<file path="config.mk">
export PLATFORM = sky130hd
export DESIGN_NAME = motor_stall_power_limiter
export DESIGN_NICKNAME = d
export VERILOG_FILES = /design/src/msp_pkg.sv /design/src/msp_measure.sv /design/src/msp_window.sv /design/src/msp_clamp.sv /design/src/motor_stall_power_limiter.sv
export SDC_FILE = /design/constraint.sdc
export NUM_CORES = 1
export LEC_CHECK = 0
export BUFFER_PORTS_ARGS = -buffer_cell sky130_fd_sc_hd__clkbuf_2
export CAP_MARGIN = 10
export CORE_MARGIN = 4
export CORE_UTILIZATION = 40
export DETAILED_ROUTE_END_ITERATION = 6
export PLACE_DENSITY = 0.62
export SLEW_MARGIN = 20
export SYNTH_ARGS = -nofsm -noshare
export SYNTH_HDL_FRONTEND = slang
export SYNTH_SLANG_ARGS = --single-unit
</file>
<file path="constraint.sdc">
create_clock -name clk -period 13.9 [get_ports clk]
set_input_delay 4.17 -clock clk [delete_from_list [all_inputs] [get_ports clk]]
set_output_delay 4.17 -clock clk [all_outputs]
set_load 0.01 [all_outputs]
</file>
<file path="src/msp_pkg.sv">
// ----------------------------------------------------------------------------
// msp_pkg
// Shared widths, reset values, register indexes and types of the motor stall
// power limiter.
// ----------------------------------------------------------------------------
package msp_pkg;

  localparam int CMD_W    = 16;
  localparam int ENC_W    = 32;
  localparam int SPD_W    = 16;
  localparam int DRIVE_W  = 15;
  localparam int SUM_W    = 22;
  localparam int SPDTH_W  = 23;
  localparam int PWRTH_W  = 22;
  localparam int CFG_W    = 23;
  localparam int CFGIDX_W = 2;
  localparam int IN_W     = 48;
  localparam int OUT_W    = 64;

  localparam int WINDOW_DEF = 8;

  localparam logic [SPD_W-1:0] SPEED_CAP = 16'hFFFF;
  localparam int DRIVE_LIMIT = 12000;

  localparam logic [CFGIDX_W-1:0] REG_SPEED_FIRST  = 2'd0;
  localparam logic [CFGIDX_W-1:0] REG_POWER_FIRST  = 2'd1;
  localparam logic [CFGIDX_W-1:0] REG_SPEED_SECOND = 2'd2;
  localparam logic [CFGIDX_W-1:0] REG_POWER_SECOND = 2'd3;

  localparam logic [SPDTH_W-1:0] SPEED_FIRST_RST  = 23'd24;
  localparam logic [PWRTH_W-1:0] POWER_FIRST_RST  = 22'd67200;
  localparam logic [SPDTH_W-1:0] SPEED_SECOND_RST = 23'd3;
  localparam logic [PWRTH_W-1:0] POWER_SECOND_RST = 22'd38400;

  typedef struct packed {
    logic [SPDTH_W-1:0] speed_first;
    logic [PWRTH_W-1:0] power_first;
    logic [SPDTH_W-1:0] speed_second;
    logic [PWRTH_W-1:0] power_second;
  } cfg_t;

endpackage

</file>
<file path="src/msp_measure.sv">
// ----------------------------------------------------------------------------
// msp_measure
// Speed and absolute power of one item, with the previous encoder count.
// ----------------------------------------------------------------------------
module msp_measure (
  input  logic                                clk,
  input  logic                                rst,
  input  logic                                load,
  input  logic signed [msp_pkg::CMD_W-1:0]    command_power,
  input  logic signed [msp_pkg::ENC_W-1:0]    encoder_count,
  output logic        [msp_pkg::SPD_W-1:0]    speed,
  output logic        [msp_pkg::CMD_W-1:0]    power
);
  import msp_pkg::*;

  logic signed [ENC_W-1:0] last_encoder;
  logic signed [ENC_W:0]   diff;
  logic        [ENC_W:0]   mag;
  logic signed [CMD_W:0]   cmd_ext;
  logic signed [CMD_W:0]   cmd_abs;

  always_comb begin
    diff    = {encoder_count[ENC_W-1], encoder_count} - {last_encoder[ENC_W-1], last_encoder};
    mag     = diff[ENC_W] ? -diff : diff;
    speed   = (mag[ENC_W:SPD_W] != '0) ? SPEED_CAP : mag[SPD_W-1:0];
    cmd_ext = {command_power[CMD_W-1], command_power};
    cmd_abs = cmd_ext[CMD_W] ? -cmd_ext : cmd_ext;
    power   = cmd_abs[CMD_W-1:0];
  end

  always_ff @(posedge clk) begin
    if (rst) begin
      last_encoder <= '0;
    end else if (load) begin
      last_encoder <= encoder_count;
    end
  end

endmodule

</file>
<file path="src/msp_window.sv">
// ----------------------------------------------------------------------------
// msp_window
// Sliding windows of speeds and powers as shift lines with running sums.
// ----------------------------------------------------------------------------
module msp_window #(
  parameter int WINDOW = msp_pkg::WINDOW_DEF
) (
  input  logic                         clk,
  input  logic                         rst,
  input  logic                         shift,
  input  logic [msp_pkg::SPD_W-1:0]    speed,
  input  logic [msp_pkg::CMD_W-1:0]    power,
  output logic [msp_pkg::SUM_W-1:0]    speed_sum_next,
  output logic [msp_pkg::SUM_W-1:0]    power_sum_next
);
  import msp_pkg::*;

  logic [SPD_W-1:0] speed_history [WINDOW];
  logic [CMD_W-1:0] power_history [WINDOW];
  logic [SUM_W-1:0] speed_sum;
  logic [SUM_W-1:0] power_sum;

  always_comb begin
    speed_sum_next = speed_sum - SUM_W'(speed_history[WINDOW-1]) + SUM_W'(speed);
    power_sum_next = power_sum - SUM_W'(power_history[WINDOW-1]) + SUM_W'(power);
  end

  always_ff @(posedge clk) begin
    if (rst) begin
      speed_sum <= '0;
      power_sum <= '0;
      for (int i = 0; i < WINDOW; i++) begin
        speed_history[i] <= '0;
        power_history[i] <= '0;
      end
    end else if (shift) begin
      speed_sum        <= speed_sum_next;
      power_sum        <= power_sum_next;
      speed_history[0] <= speed;
      power_history[0] <= power;
      for (int i = 1; i < WINDOW; i++) begin
        speed_history[i] <= speed_history[i-1];
        power_history[i] <= power_history[i-1];
      end
    end
  end

endmodule

</file>
<file path="src/msp_clamp.sv">
// ----------------------------------------------------------------------------
// msp_clamp
// Two stall stages and the final drive limit applied to the command.
// ----------------------------------------------------------------------------
module msp_clamp (
  input  logic signed [msp_pkg::CMD_W-1:0]   command_power,
  input  logic        [msp_pkg::SUM_W-1:0]   speed_sum,
  input  logic        [msp_pkg::SUM_W-1:0]   power_sum,
  input  msp_pkg::cfg_t                      cfg,
  output logic signed [msp_pkg::DRIVE_W-1:0] drive_power
);
  import msp_pkg::*;

  localparam int V_W = PWRTH_W + 2;

  function automatic logic signed [V_W-1:0] clamp_sym(
    input logic signed [V_W-1:0] v,
    input logic        [PWRTH_W-1:0] lim
  );
    logic signed [V_W-1:0] pos;
    logic signed [V_W-1:0] neg;
    pos = $signed({2'b00, lim});
    neg = -pos;
    if (v > pos) begin
      clamp_sym = pos;
    end else if (v < neg) begin
      clamp_sym = neg;
    end else begin
      clamp_sym = v;
    end
  endfunction

  logic signed [V_W-1:0] v0;
  logic signed [V_W-1:0] v1;
  logic signed [V_W-1:0] v2;
  logic signed [V_W-1:0] v3;
  logic                  first_on;
  logic                  second_on;

  always_comb begin
    v0        = V_W'(command_power);
    first_on  = ({1'b0, speed_sum} < cfg.speed_first) && (power_sum > cfg.power_first);
    second_on = ({1'b0, speed_sum} < cfg.speed_second) && (power_sum > cfg.power_second);
    v1        = first_on ? clamp_sym(v0, cfg.power_first) : v0;
    v2        = second_on ? clamp_sym(v1, cfg.power_second) : v1;
    v3        = clamp_sym(v2, PWRTH_W'(DRIVE_LIMIT));
    drive_power = v3[DRIVE_W-1:0];
  end

endmodule

</file>
<file path="src/motor_stall_power_limiter.sv">
// ----------------------------------------------------------------------------
// motor_stall_power_limiter
// Limits motor power when the windowed speed is low and power is high.
// An accepted item is held in the input register and moves into the output
// register once that register is empty or being read.
// Throughput: one item per cycle while the output is not stalled; the window sums update once per item.
// An input register and an output register part the two stream sides.
// Reset clears the windows, sums and encoder history and loads the default
// thresholds.
// ----------------------------------------------------------------------------
module motor_stall_power_limiter #(
  parameter int WINDOW = msp_pkg::WINDOW_DEF
) (
  input  logic                              clk,
  input  logic                              rst,
  input  logic                              s_axis_tvalid,
  output logic                              s_axis_tready,
  // [15:0] command_power, [47:16] encoder_count
  input  logic [msp_pkg::IN_W-1:0]          s_axis_tdata,
  output logic                              m_axis_tvalid,
  input  logic                              m_axis_tready,
  // [14:0] drive_power, [36:15] speed_total, [58:37] power_total, rest zero
  output logic [msp_pkg::OUT_W-1:0]         m_axis_tdata,
  input  logic                              cfg_wen,
  input  logic [msp_pkg::CFGIDX_W-1:0]      cfg_index,
  input  logic [msp_pkg::CFG_W-1:0]         cfg_data
);
  import msp_pkg::*;

  cfg_t cfg;

  logic                     in_full;
  logic signed [CMD_W-1:0]  in_cmd;
  logic        [SPD_W-1:0]  in_speed;
  logic        [CMD_W-1:0]  in_power;
  logic                     accept;
  logic                     advance;

  logic        [SPD_W-1:0]  speed;
  logic        [CMD_W-1:0]  power;
  logic        [SUM_W-1:0]  speed_sum_next;
  logic        [SUM_W-1:0]  power_sum_next;
  logic signed [DRIVE_W-1:0] drive_next;

  logic signed [DRIVE_W-1:0] drive_power;
  logic        [SUM_W-1:0]  speed_total;
  logic        [SUM_W-1:0]  power_total;

  assign advance       = in_full && (!m_axis_tvalid || m_axis_tready);
  assign s_axis_tready = !in_full || advance;
  assign accept        = s_axis_tvalid && s_axis_tready;
  assign m_axis_tdata  = {(OUT_W - DRIVE_W - 2*SUM_W)'(0), power_total, speed_total,
                          drive_power};

  always_ff @(posedge clk) begin
    if (rst) begin
      cfg.speed_first  <= SPEED_FIRST_RST;
      cfg.power_first  <= POWER_FIRST_RST;
      cfg.speed_second <= SPEED_SECOND_RST;
      cfg.power_second <= POWER_SECOND_RST;
    end else if (cfg_wen) begin
      unique case (cfg_index)
        REG_SPEED_FIRST:  cfg.speed_first  <= cfg_data;
        REG_POWER_FIRST:  cfg.power_first  <= cfg_data[PWRTH_W-1:0];
        REG_SPEED_SECOND: cfg.speed_second <= cfg_data;
        REG_POWER_SECOND: cfg.power_second <= cfg_data[PWRTH_W-1:0];
        default: ;
      endcase
    end
  end

  msp_measure u_measure (
    .clk           (clk),
    .rst           (rst),
    .load          (accept),
    .command_power (s_axis_tdata[CMD_W-1:0]),
    .encoder_count (s_axis_tdata[CMD_W+ENC_W-1:CMD_W]),
    .speed         (speed),
    .power         (power)
  );

  always_ff @(posedge clk) begin
    if (rst) begin
      in_full <= 1'b0;
    end else if (accept) begin
      in_full <= 1'b1;
    end else if (advance) begin
      in_full <= 1'b0;
    end
  end

  always_ff @(posedge clk) begin
    if (accept) begin
      in_cmd   <= s_axis_tdata[CMD_W-1:0];
      in_speed <= speed;
      in_power <= power;
    end
  end

  msp_window #(.WINDOW(WINDOW)) u_window (
    .clk            (clk),
    .rst            (rst),
    .shift          (advance),
    .speed          (in_speed),
    .power          (in_power),
    .speed_sum_next (speed_sum_next),
    .power_sum_next (power_sum_next)
  );

  msp_clamp u_clamp (
    .command_power (in_cmd),
    .speed_sum     (speed_sum_next),
    .power_sum     (power_sum_next),
    .cfg           (cfg),
    .drive_power   (drive_next)
  );

  always_ff @(posedge clk) begin
    if (rst) begin
      m_axis_tvalid <= 1'b0;
    end else if (advance) begin
      m_axis_tvalid <= 1'b1;
    end else if (m_axis_tready) begin
      m_axis_tvalid <= 1'b0;
    end
  end

  always_ff @(posedge clk) begin
    if (advance) begin
      drive_power <= drive_next;
      speed_total <= speed_sum_next;
      power_total <= power_sum_next;
    end
  end

  a_drive_bound: assert property (@(posedge clk) disable iff (rst)
    m_axis_tvalid |-> (drive_power <= 15'sd12000) && (drive_power >= -15'sd12000))
    else $error("drive_power outside the drive limit");

  a_speed_bound: assert property (@(posedge clk) disable iff (rst)
    m_axis_tvalid |-> (speed_total <= SUM_W'(WINDOW * 65535)))
    else $error("speed_total exceeds the window maximum");

  a_ready_empty: assert property (@(posedge clk) disable iff (rst)
    !in_full |-> s_axis_tready)
    else $error("input not ready while the input register is empty");

  a_accept_fill: assert property (@(posedge clk) disable iff (rst)
    (s_axis_tvalid && s_axis_tready) |=> in_full)
    else $error("accepted item not held in the input register");

endmodule

</file>
==> results of run 1 <==
-- logic make-up after synthesis --
family | count (synthesis)
AO/OA/AOI/OAI | 648
XOR/XNOR | 138
adder cells (fa/ha/maj) | 290
buffers and inverters | 448
flip-flops | 530
multiplexers | 14
other | 1
AND/OR/NAND/NOR | 1104
-- layer usage --
layer,wire (um),vias to the layer above,track usage (%)
met4,2700,0,6.47
met2,35400,661,29.6
met3,5560,140,3.48
li1,-,11300,-
met5,0,-,0
met1,38000,10900,27.9
-- per-stage QoR --
stage | cell area (sq um) | hold slack (ps) | total power [W] | utilization [%] | cells
after floorplan | 31000 | 433 | 0.00426 | - | 3177
after global routing | 34600 | 470 | 0.00730 | 45.4 | 4353
after CTS | 34600 | 454 | 0.00681 | 45.4 | 4352
after global placement | 32700 | 443 | 0.00523 | 42.8 | 4247
after detailed placement | 32700 | 446 | 0.00524 | 42.8 | 4247
final | 34600 | 451 | 0.00682 | 45.4 | 4353
-- tightest hold or removal path, cell delays in order, from the launching register on --
cell and delay [ps]:
dfxtp_1 300, nand2_1 50, a21oi_1 50
-- where the power goes --
part           switching [W]  internal, W  total (W)  leakage, nW
clock network       0.000650     0.000899    0.00155        0.931
registers          0.0000707      0.00191    0.00198         5.06
logic                0.00208      0.00121    0.00329         7.70
-- final cells by class --
type                       count  area [sq um]  share of cell area, %
antenna                        1          2.50                0.00723
sequential                   530         14200                   41.1
tap                         1030          1290                   3.72
inverter                     320          1210                   3.49
clock buffer                  73          1540                   4.45
multi-input combinational   2199         15100                   43.5
clock inverter                32           375                   1.08
timing repair buffer         168           925                   2.67
-- how the worst min path moves through the flow --
stage / end / slack, ps / cells after the start / start
after floorplan: cfg[22] / 430 / 2 / cfg[22]
after global placement: u_measure.last_encoder[15] / 440 / 2 / u_measure.last_encoder[15]
after detailed placement: u_measure.last_encoder[2] / 450 / 2 / u_measure.last_encoder[2]
after CTS: u_measure.last_encoder[2] / 450 / 2 / u_measure.last_encoder[2]
after global routing: cfg[36] / 470 / 2 / cfg[36]
final: u_measure.last_encoder[2] / 450 / 2 / u_measure.last_encoder[2]
-- registers in the layout, indices dropped and copies added (netlist names), 22 cells and up --
name and flops:
cfg 90, power_total 22, speed_total 22, u_measure.last_encoder 32, u_window.power_history 128, u_window.power_sum 22, u_window.speed_history 128, u_window.speed_sum 22
-- cells in the final DEF (no fill, tap or decap), types with 107 or more instances in the layout --
cell and instances:
a21oi_1 273, inv_1 317, nor2_1 119, and2_1 185, dfxtp_1 168, edfxtp_1 362, xnor2_1 107, clkbuf_2 137
nand2_1 433, ha_1 257
==> impl_metrics.tcl, run 1 <==
set metrics [dict create \
    post-dp-hpwl_mm 59.8 \
    synth_compound_area_share_pct 13.6 \
    relSlewSlack_pct 27.0 \
    root_buffer "clkbuf_16" \
    path_max_fanout 30 \
    die_h_um 286 \
    synth_area_leaders "edfxtp_1 (35%), dfxtp_1 (11%), ha_1 (10%), nand2_1 (5.3%), a21oi_1 (4.4%)" \
    grt_antenna_before_repair 2 \
    power_density_nw_per_um2 197 \
    ys.flop_type "edfxtp_1" \
    cts_tree "done" \
    synth-seq-cells 530 \
    hold_violations 0 \
    fin_ws_ps 1950 \
    dr.pass1.iters 5 \
    setup-tns-final_ps 0 \
    drc_errors 0 \
    finalSetupViolCount 0 \
    clk_pin_slew_worst_paths_ps 60 \
    dr.first_iter.drc_count 1984 \
    netlist_instances 3173 \
    track_usage_pct 19.4 \
    pre_cts_slack_ps 1880 \
    clk-insertion-delay-late_ps 640 \
    maxCapViolCount 0 \
    grt_max_degree 115 \
    postCtsSetupBuffers 0 \
    ant_nets 0 \
    synth_top_area_share_pct 35.1 \
    tightestPinTransition_ps 1100 \
    synth_edf_count 362 \
    synth.top_cells.by_count "nand2_1 (433), edfxtp_1 (362), inv_1 (319), a21oi_1 (273), ha_1 (257)" \
    regToRegEndpoint "drive_power[6]" \
    avgSynthCellArea_sq_um 9.75 \
    cts_buffers 57 \
    period_needed_ps 11950 \
    finalMaxSlewViolations 0 \
    gp_congestion 0.917 \
    holdCritPathClass "reg2reg" \
    first_global_vias 21300 \
    grt_setup_unrepaired "no" \
    gr-total-overflow 0 \
    cts-resized-gates 0 \
    ir_drop_mv 0.141 \
    start_kind "flop" \
    fp-row-count 101 \
    synth_cell_types 103 \
    synthAdderAreaFrac_pct 12.5 \
    wl_mm 81.7 \
    cp-end-kind "flop" \
    hold_buffers 0 \
    skew_ps 21.0 \
    viasPerCell 5.28 \
    cp_top_family "compound AO/OA/AOI/OAI gates" \
    slowest_delay_ps 750 \
    outcome "finished clean" \
    synthMuxAreaShare_pct 0.489 \
    wl_per_cell_um 18.8 \
    start_util_pct 40.5 \
    grt_pass1_wl_mm 125 \
    leakagePower_nw 13.7 \
    syn_area_sq_um 30900 \
    synth.largest_area_cell "edfxtp_1" \
    portBuffers 138 \
    fillers 7343 \
    worst-path-buf-inv 3 \
    critPathArrivalTime_ps 12290 \
    dieArea_sq_um 81900 \
    path_depth 41 \
    slowest_stage "a21oi_2" \
    fmax_mhz 83.7 \
    fin_crit_sh_pct 86.0 \
    fp.coreArea_sq_um 76300 \
    drive_above_1_share_pct 9.93 \
    clock_path_buffers 3 \
    rr_worst_depth 41 \
    synthArstFlopShare_pct 0 \
    synth_xor_xnor_area_share_pct 3.91 \
    cts_max_level 2 \
    die_w_um 286 \
    yosysSeqAreaShare_pct 46.0 \
    yosys_warnings 0 \
    num_vias 23000 \
    yosysMostFrequentCell "nand2_1" \
    crit_required_ps 14240 \
    synth_top_family_by_area "simple AND/OR/NAND/NOR gates" \
    worstReg2RegStart "in_power[1]" \
    yosys.area_share.simple_pct 17.9 \
    worstSetupPathType "reg2reg" \
    r2r_slack_ps 1950 \
    cp-startpoint "in_power[1]" \
    num-nets-final 3644 \
    areaGrowthSynthToFinish_pct 11.9 \
    ios 144 \
    crit_end "drive_power[6]" \
    cts_sinks 530 \
]
Power figures use the tool's default switching activity.
==> run 2: changes to the inputs <==
CORE_ASPECT_RATIO = 1.5   (was default)
==> impl_metrics.tcl, run 2 (synthesized netlist as in run 1, its figures left out) <==
set metrics [dict create \
    ir_drop_mv 0.130 \
    ios 144 \
    slowest_stage "a21oi_2" \
    post-dp-hpwl_mm 64.7 \
    dp.cells 4225 \
    gr-total-overflow 0 \
    clk-insertion-delay-late_ps 630 \
    finalSetupViolCount 0 \
    placed_area_sq_um 32700 \
    track_usage_pct 20.4 \
    root_buffer "clkbuf_16" \
    areaGrowthSynthToFinish_pct 11.4 \
    cts-resized-gates 0 \
    worstSetupPathType "reg2reg" \
    cts_tree "done" \
    relSlewSlack_pct 21.8 \
    wl_mm 86.0 \
    final_cell_area_sq_um 34500 \
    drc_errors 0 \
    fp.coreArea_sq_um 76500 \
    postCtsSetupBuffers 0 \
    setup-tns-final_ps 0 \
    final_cell_mix "nand2_1 (433), edfxtp_1 (362), inv_1 (317), a21oi_1 (273), ha_1 (257)" \
    rr_worst_depth 41 \
    fp-row-count 124 \
    skew_ps 37.4 \
    power_density_nw_per_um2 198 \
    portBuffers 138 \
    start_kind "flop" \
    dieArea_sq_um 82000 \
    hold_depth 2 \
    start_util_pct 40.5 \
    grt_max_degree 124 \
    slowest_delay_ps 850 \
    grt_antenna_before_repair 2 \
    viasPerCell 5.35 \
    dr.first_iter.drc_count 1268 \
    drive_above_1_share_pct 9.92 \
    leakagePower_nw 13.6 \
    num-nets-final 3641 \
    cts_buffers 54 \
    fmax_mhz 78.3 \
    wl_per_cell_um 19.9 \
    ant_nets 0 \
    path_max_fanout 29 \
    cts_sinks 530 \
    maxCapViolCount 0 \
    crit_required_ps 14220 \
    num_vias 23200 \
    die_h_um 349 \
    largestRegisters "u_window.power_history: 128 flops, u_window.speed_history: 128 flops, cfg: 90 flops" \
    tightestPinTransition_ps 1160 \
    period_needed_ps 12770 \
    cts_max_level 2 \
    dr.pass1.iters 5 \
    holdCritPathClass "reg2reg" \
    grt_setup_unrepaired "no" \
    die_w_um 235 \
    hold_violations 0 \
    cp-end-kind "flop" \
    outcome "finished clean" \
    first_global_vias 23000 \
    hold_buffers 0 \
    final_common_cell "nand2_1" \
    grt_pass1_wl_mm 131 \
    critPathArrivalTime_ps 13090 \
    finalMaxSlewViolations 0 \
    gp_congestion 1.00 \
    finalNonFillerCells 4327 \
    clk_pin_slew_worst_paths_ps 70 \
    clock_path_buffers 3 \
    fin_crit_sh_pct 91.8 \
]
run 2: path summary, 6_finish.rpt:
kind	slack [ps]	to	startpoint
worst max-delay path	1130	drive_power[6]	u_window.power_sum[1]
worst min-delay path	450	u_measure.last_encoder[28]	u_measure.last_encoder[28]
worst max register to register	1130	drive_power[6]	u_window.power_sum[1]
worst min register to register	450	u_measure.last_encoder[28]	u_measure.last_encoder[28]
run 2: area by class of cell:
class                      count  area (sq um)
multi-input combinational   2199         15000
timing repair buffer         168           925
clock buffer                  72          1510
fill                        7368         42000
antenna                        1          2.50
sequential                   530         14200
inverter                     320          1210
tap                         1008          1260
clock inverter                29           293
run 2: critical path, delay by kind of cell (launching register included):
| kind | cells | cell delay (ps) |
|---|---|---|
| AO/OA/AOI/OAI | 24 | 7560 |
| AND/OR/NAND/NOR | 7 | 1620 |
| adder cells (fa/ha/maj) | 4 | 1480 |
| buffers and inverters | 3 | 510 |
| XOR/XNOR | 2 | 490 |
| multiplexers | 1 | 460 |
| flip-flops | 1 | 340 |
run 2: stage by stage:
step	utilization [%]	power, W	setup slack (ps)	hold WS (ps)
after global placement	42.7	0.00531	1550	441
final	45.1	0.00682	1130	453
after CTS	45.1	0.00684	1170	455
after global routing	45.1	0.00729	354	472
after detailed placement	42.7	0.00532	1280	447
after floorplan	-	0.00426	3520	433
run 2: where the power goes:
| part | switching (W) | internal (W) | leakage, nW |
|---|---|---|---|
| combinational | 0.00217 | 0.00120 | 7.70 |
| clock | 0.000651 | 0.000832 | 0.880 |
| sequential | 0.0000670 | 0.00190 | 5.06 |
run 2: per-layer routing:
layer  track usage [%]  vias to the layer above  wire length, um
li1                  -                    11300                -
met1              22.3                    11100            33000
met2              37.3                      563            43500
met3              2.66                      251             3190
met4              12.8                        2             6240
met5                 0                        -               13
==> run 3: changes to the inputs <==
ABC_AREA = 1   (was default)
==> impl_metrics.tcl, run 3 <==
set metrics [dict create \
    cts_sinks 530 \
    dr.first_iter.drc_count 1486 \
    fillers 7880 \
    setup-tns-final_ps 0 \
    ant_nets 0 \
    start_kind "flop" \
    ir_drop_mv 0.224 \
    cp-end-kind "flop" \
    synth_area_leaders "edfxtp_1 (34%), dfxtp_1 (10%), ha_1 (10%), inv_1 (8.6%), nand2_1 (8.1%)" \
    cts_buffers 55 \
    final_common_cell "inv_1" \
    root_buffer "clkbuf_16" \
    synth.top_cells.by_count "inv_1 (734), nand2_1 (693), nor2_1 (487), edfxtp_1 (362), a21oi_1 (262)" \
    critPathArrivalTime_ps 10530 \
    path_max_fanout 22 \
    skew_ps 18.2 \
    synth-seq-cells 530 \
    slowest_stage "nand2_1" \
    cts_tree "done" \
    portBuffers 138 \
    viasPerCell 4.98 \
    yosysSeqAreaShare_pct 44.4 \
    hold_violations 0 \
    num_vias 25300 \
    fmax_mhz 98.4 \
    die_w_um 239 \
    yosysMostFrequentCell "inv_1" \
    drive_above_1_share_pct 8.63 \
    die_h_um 355 \
    grt_pass1_wl_mm 135 \
    grt_max_degree 156 \
    pre_cts_slack_ps 3820 \
    cp_top_family "simple AND/OR/NAND/NOR gates" \
    fp-row-count 126 \
    finalNonFillerCells 5082 \
    clock_path_buffers 3 \
    cts_max_level 2 \
    gr-total-overflow 0 \
    worst-path-buf-inv 6 \
    hold_ws_ps 456 \
    slowest_delay_ps 690 \
    avgSynthCellArea_sq_um 8.25 \
    tightestPinTransition_ps 1060 \
    worstSetupPathType "reg2reg" \
    first_global_vias 24200 \
    track_usage_pct 20.3 \
    finalSetupViolCount 0 \
    finalMaxSlewViolations 0 \
    holdCritPathClass "reg2reg" \
    fin_ws_ps 3740 \
    syn_area_sq_um 32000 \
    synth_top_area_share_pct 33.9 \
    ys.flop_type "edfxtp_1" \
    gp_congestion 0.953 \
    synth_cell_types 59 \
    r2r_slack_ps 3740 \
    relSlewSlack_pct 29.7 \
    outcome "finished clean" \
    start_util_pct 40.5 \
    seq_area_sq_um 14200 \
    fin_crit_sh_pct 73.1 \
    leakagePower_nw 16.2 \
    period_needed_ps 10160 \
    grt_antenna_before_repair 6 \
    dieArea_sq_um 84800 \
    multi_input_area_sq_um 14500 \
    netlist_instances 3883 \
    grt_setup_unrepaired "no" \
    finish.utilization_pct 45.1 \
    yosys_warnings 0 \
    fp.coreArea_sq_um 79100 \
    synth_edf_count 362 \
    ios 144 \
    maxCapViolCount 0 \
    dr.pass1.iters 6 \
    clk_pin_slew_worst_paths_ps 60 \
    postCtsSetupBuffers 0 \
    final_cell_mix "inv_1 (730), nand2_1 (692), nor2_1 (486), edfxtp_1 (362), a21oi_1 (262)" \
    synthArstFlopShare_pct 0 \
    wl_per_cell_um 17.3 \
    crit_required_ps 14270 \
    power_density_nw_per_um2 237 \
    post-dp-hpwl_mm 67.4 \
    synth.largest_area_cell "edfxtp_1" \
    largestRegisters "u_window.power_history: 128 flops, u_window.speed_history: 128 flops, cfg: 90 flops" \
    areaGrowthSynthToFinish_pct 11.3 \
    dp.cells 4975 \
    hold_buffers 0 \
    clk-insertion-delay-late_ps 630 \
    cts-resized-gates 0 \
    drc_errors 0 \
    num-nets-final 4376 \
    crit_top_cell "nand2_1" \
    wl_mm 88.0 \
]
[run 3: changes by cell type after synthesis, sizes merged, moves of 22 or more]
cell	delta
nand2	+278
nand4	+47
clkbuf	-28
and2	-184
nor2b	-84
nor2	+388
nor3	-43
xnor2	-82
o21ai	+128
inv	+425
a21o	-22
xor2	+56
nand3	+124
[run 3: layer usage]
metal  GRT usage (%)  wire, um  up-vias
met4            10.9      5390        6
met3            2.88      4040      233
met5               0        39        -
met1            23.7     35100    11600
li1                -         -    12800
met2            36.0     43400      632
[run 3: final timing paths]
path / startpoint / end / cells past startpoint
max: in_power[2] / drive_power[5] / 53
min: u_measure.last_encoder[31] / u_measure.last_encoder[31] / 2
max reg2reg: in_power[2] / drive_power[5] / 53
min reg2reg: u_measure.last_encoder[31] / u_measure.last_encoder[31] / 2
[run 3: cells by family after synthesis]
group                      after synthesis  synth area share [%]
buffers and inverters                  848                  10.3
other                                    1                0.0117
DFF                                    530                  44.4
and+or+nand+nor                       1540                  20.8
adders and majority gates              290                  12.1
AOI/OAI and AO/OA                      562                  9.37
xor gates and xnor gates               112                  3.08
[run 3: power by group]
part | leakage (nW) | switching, W | total [W] | internal (W)
Clock | 0.906 | 0.000671 | 0.00154 | 0.000869
Combinational | 10.2 | 0.00334 | 0.00487 | 0.00153
Sequential | 5.07 | 0.0000735 | 0.00204 | 0.00197
[run 3: through the flow]
step           power (W)  instance area (sq um)
6_report         0.00845                  35700
5_1_grt          0.00918                  35700
4_1_cts          0.00848                  35600
3_5_place_dp     0.00691                  33800
3_3_place_gp     0.00687                  33800
2_1_floorplan    0.00556                  32100
[run 3: final cells by class]
type	instances	share of cell area, %
antenna	3	0.0211
clock buffer	70	4.21
clock inverter	34	1.06
inverter	748	7.91
multi-input combinational	2509	40.8
sequential	530	39.9
tap	1024	3.59
timing repair buffer	164	2.49
[run 3: worst min-delay path, cell delays in order, from the launching register on]
cell and delay (ps):
dfxtp_1 290, inv_1 60, a21oi_1 60
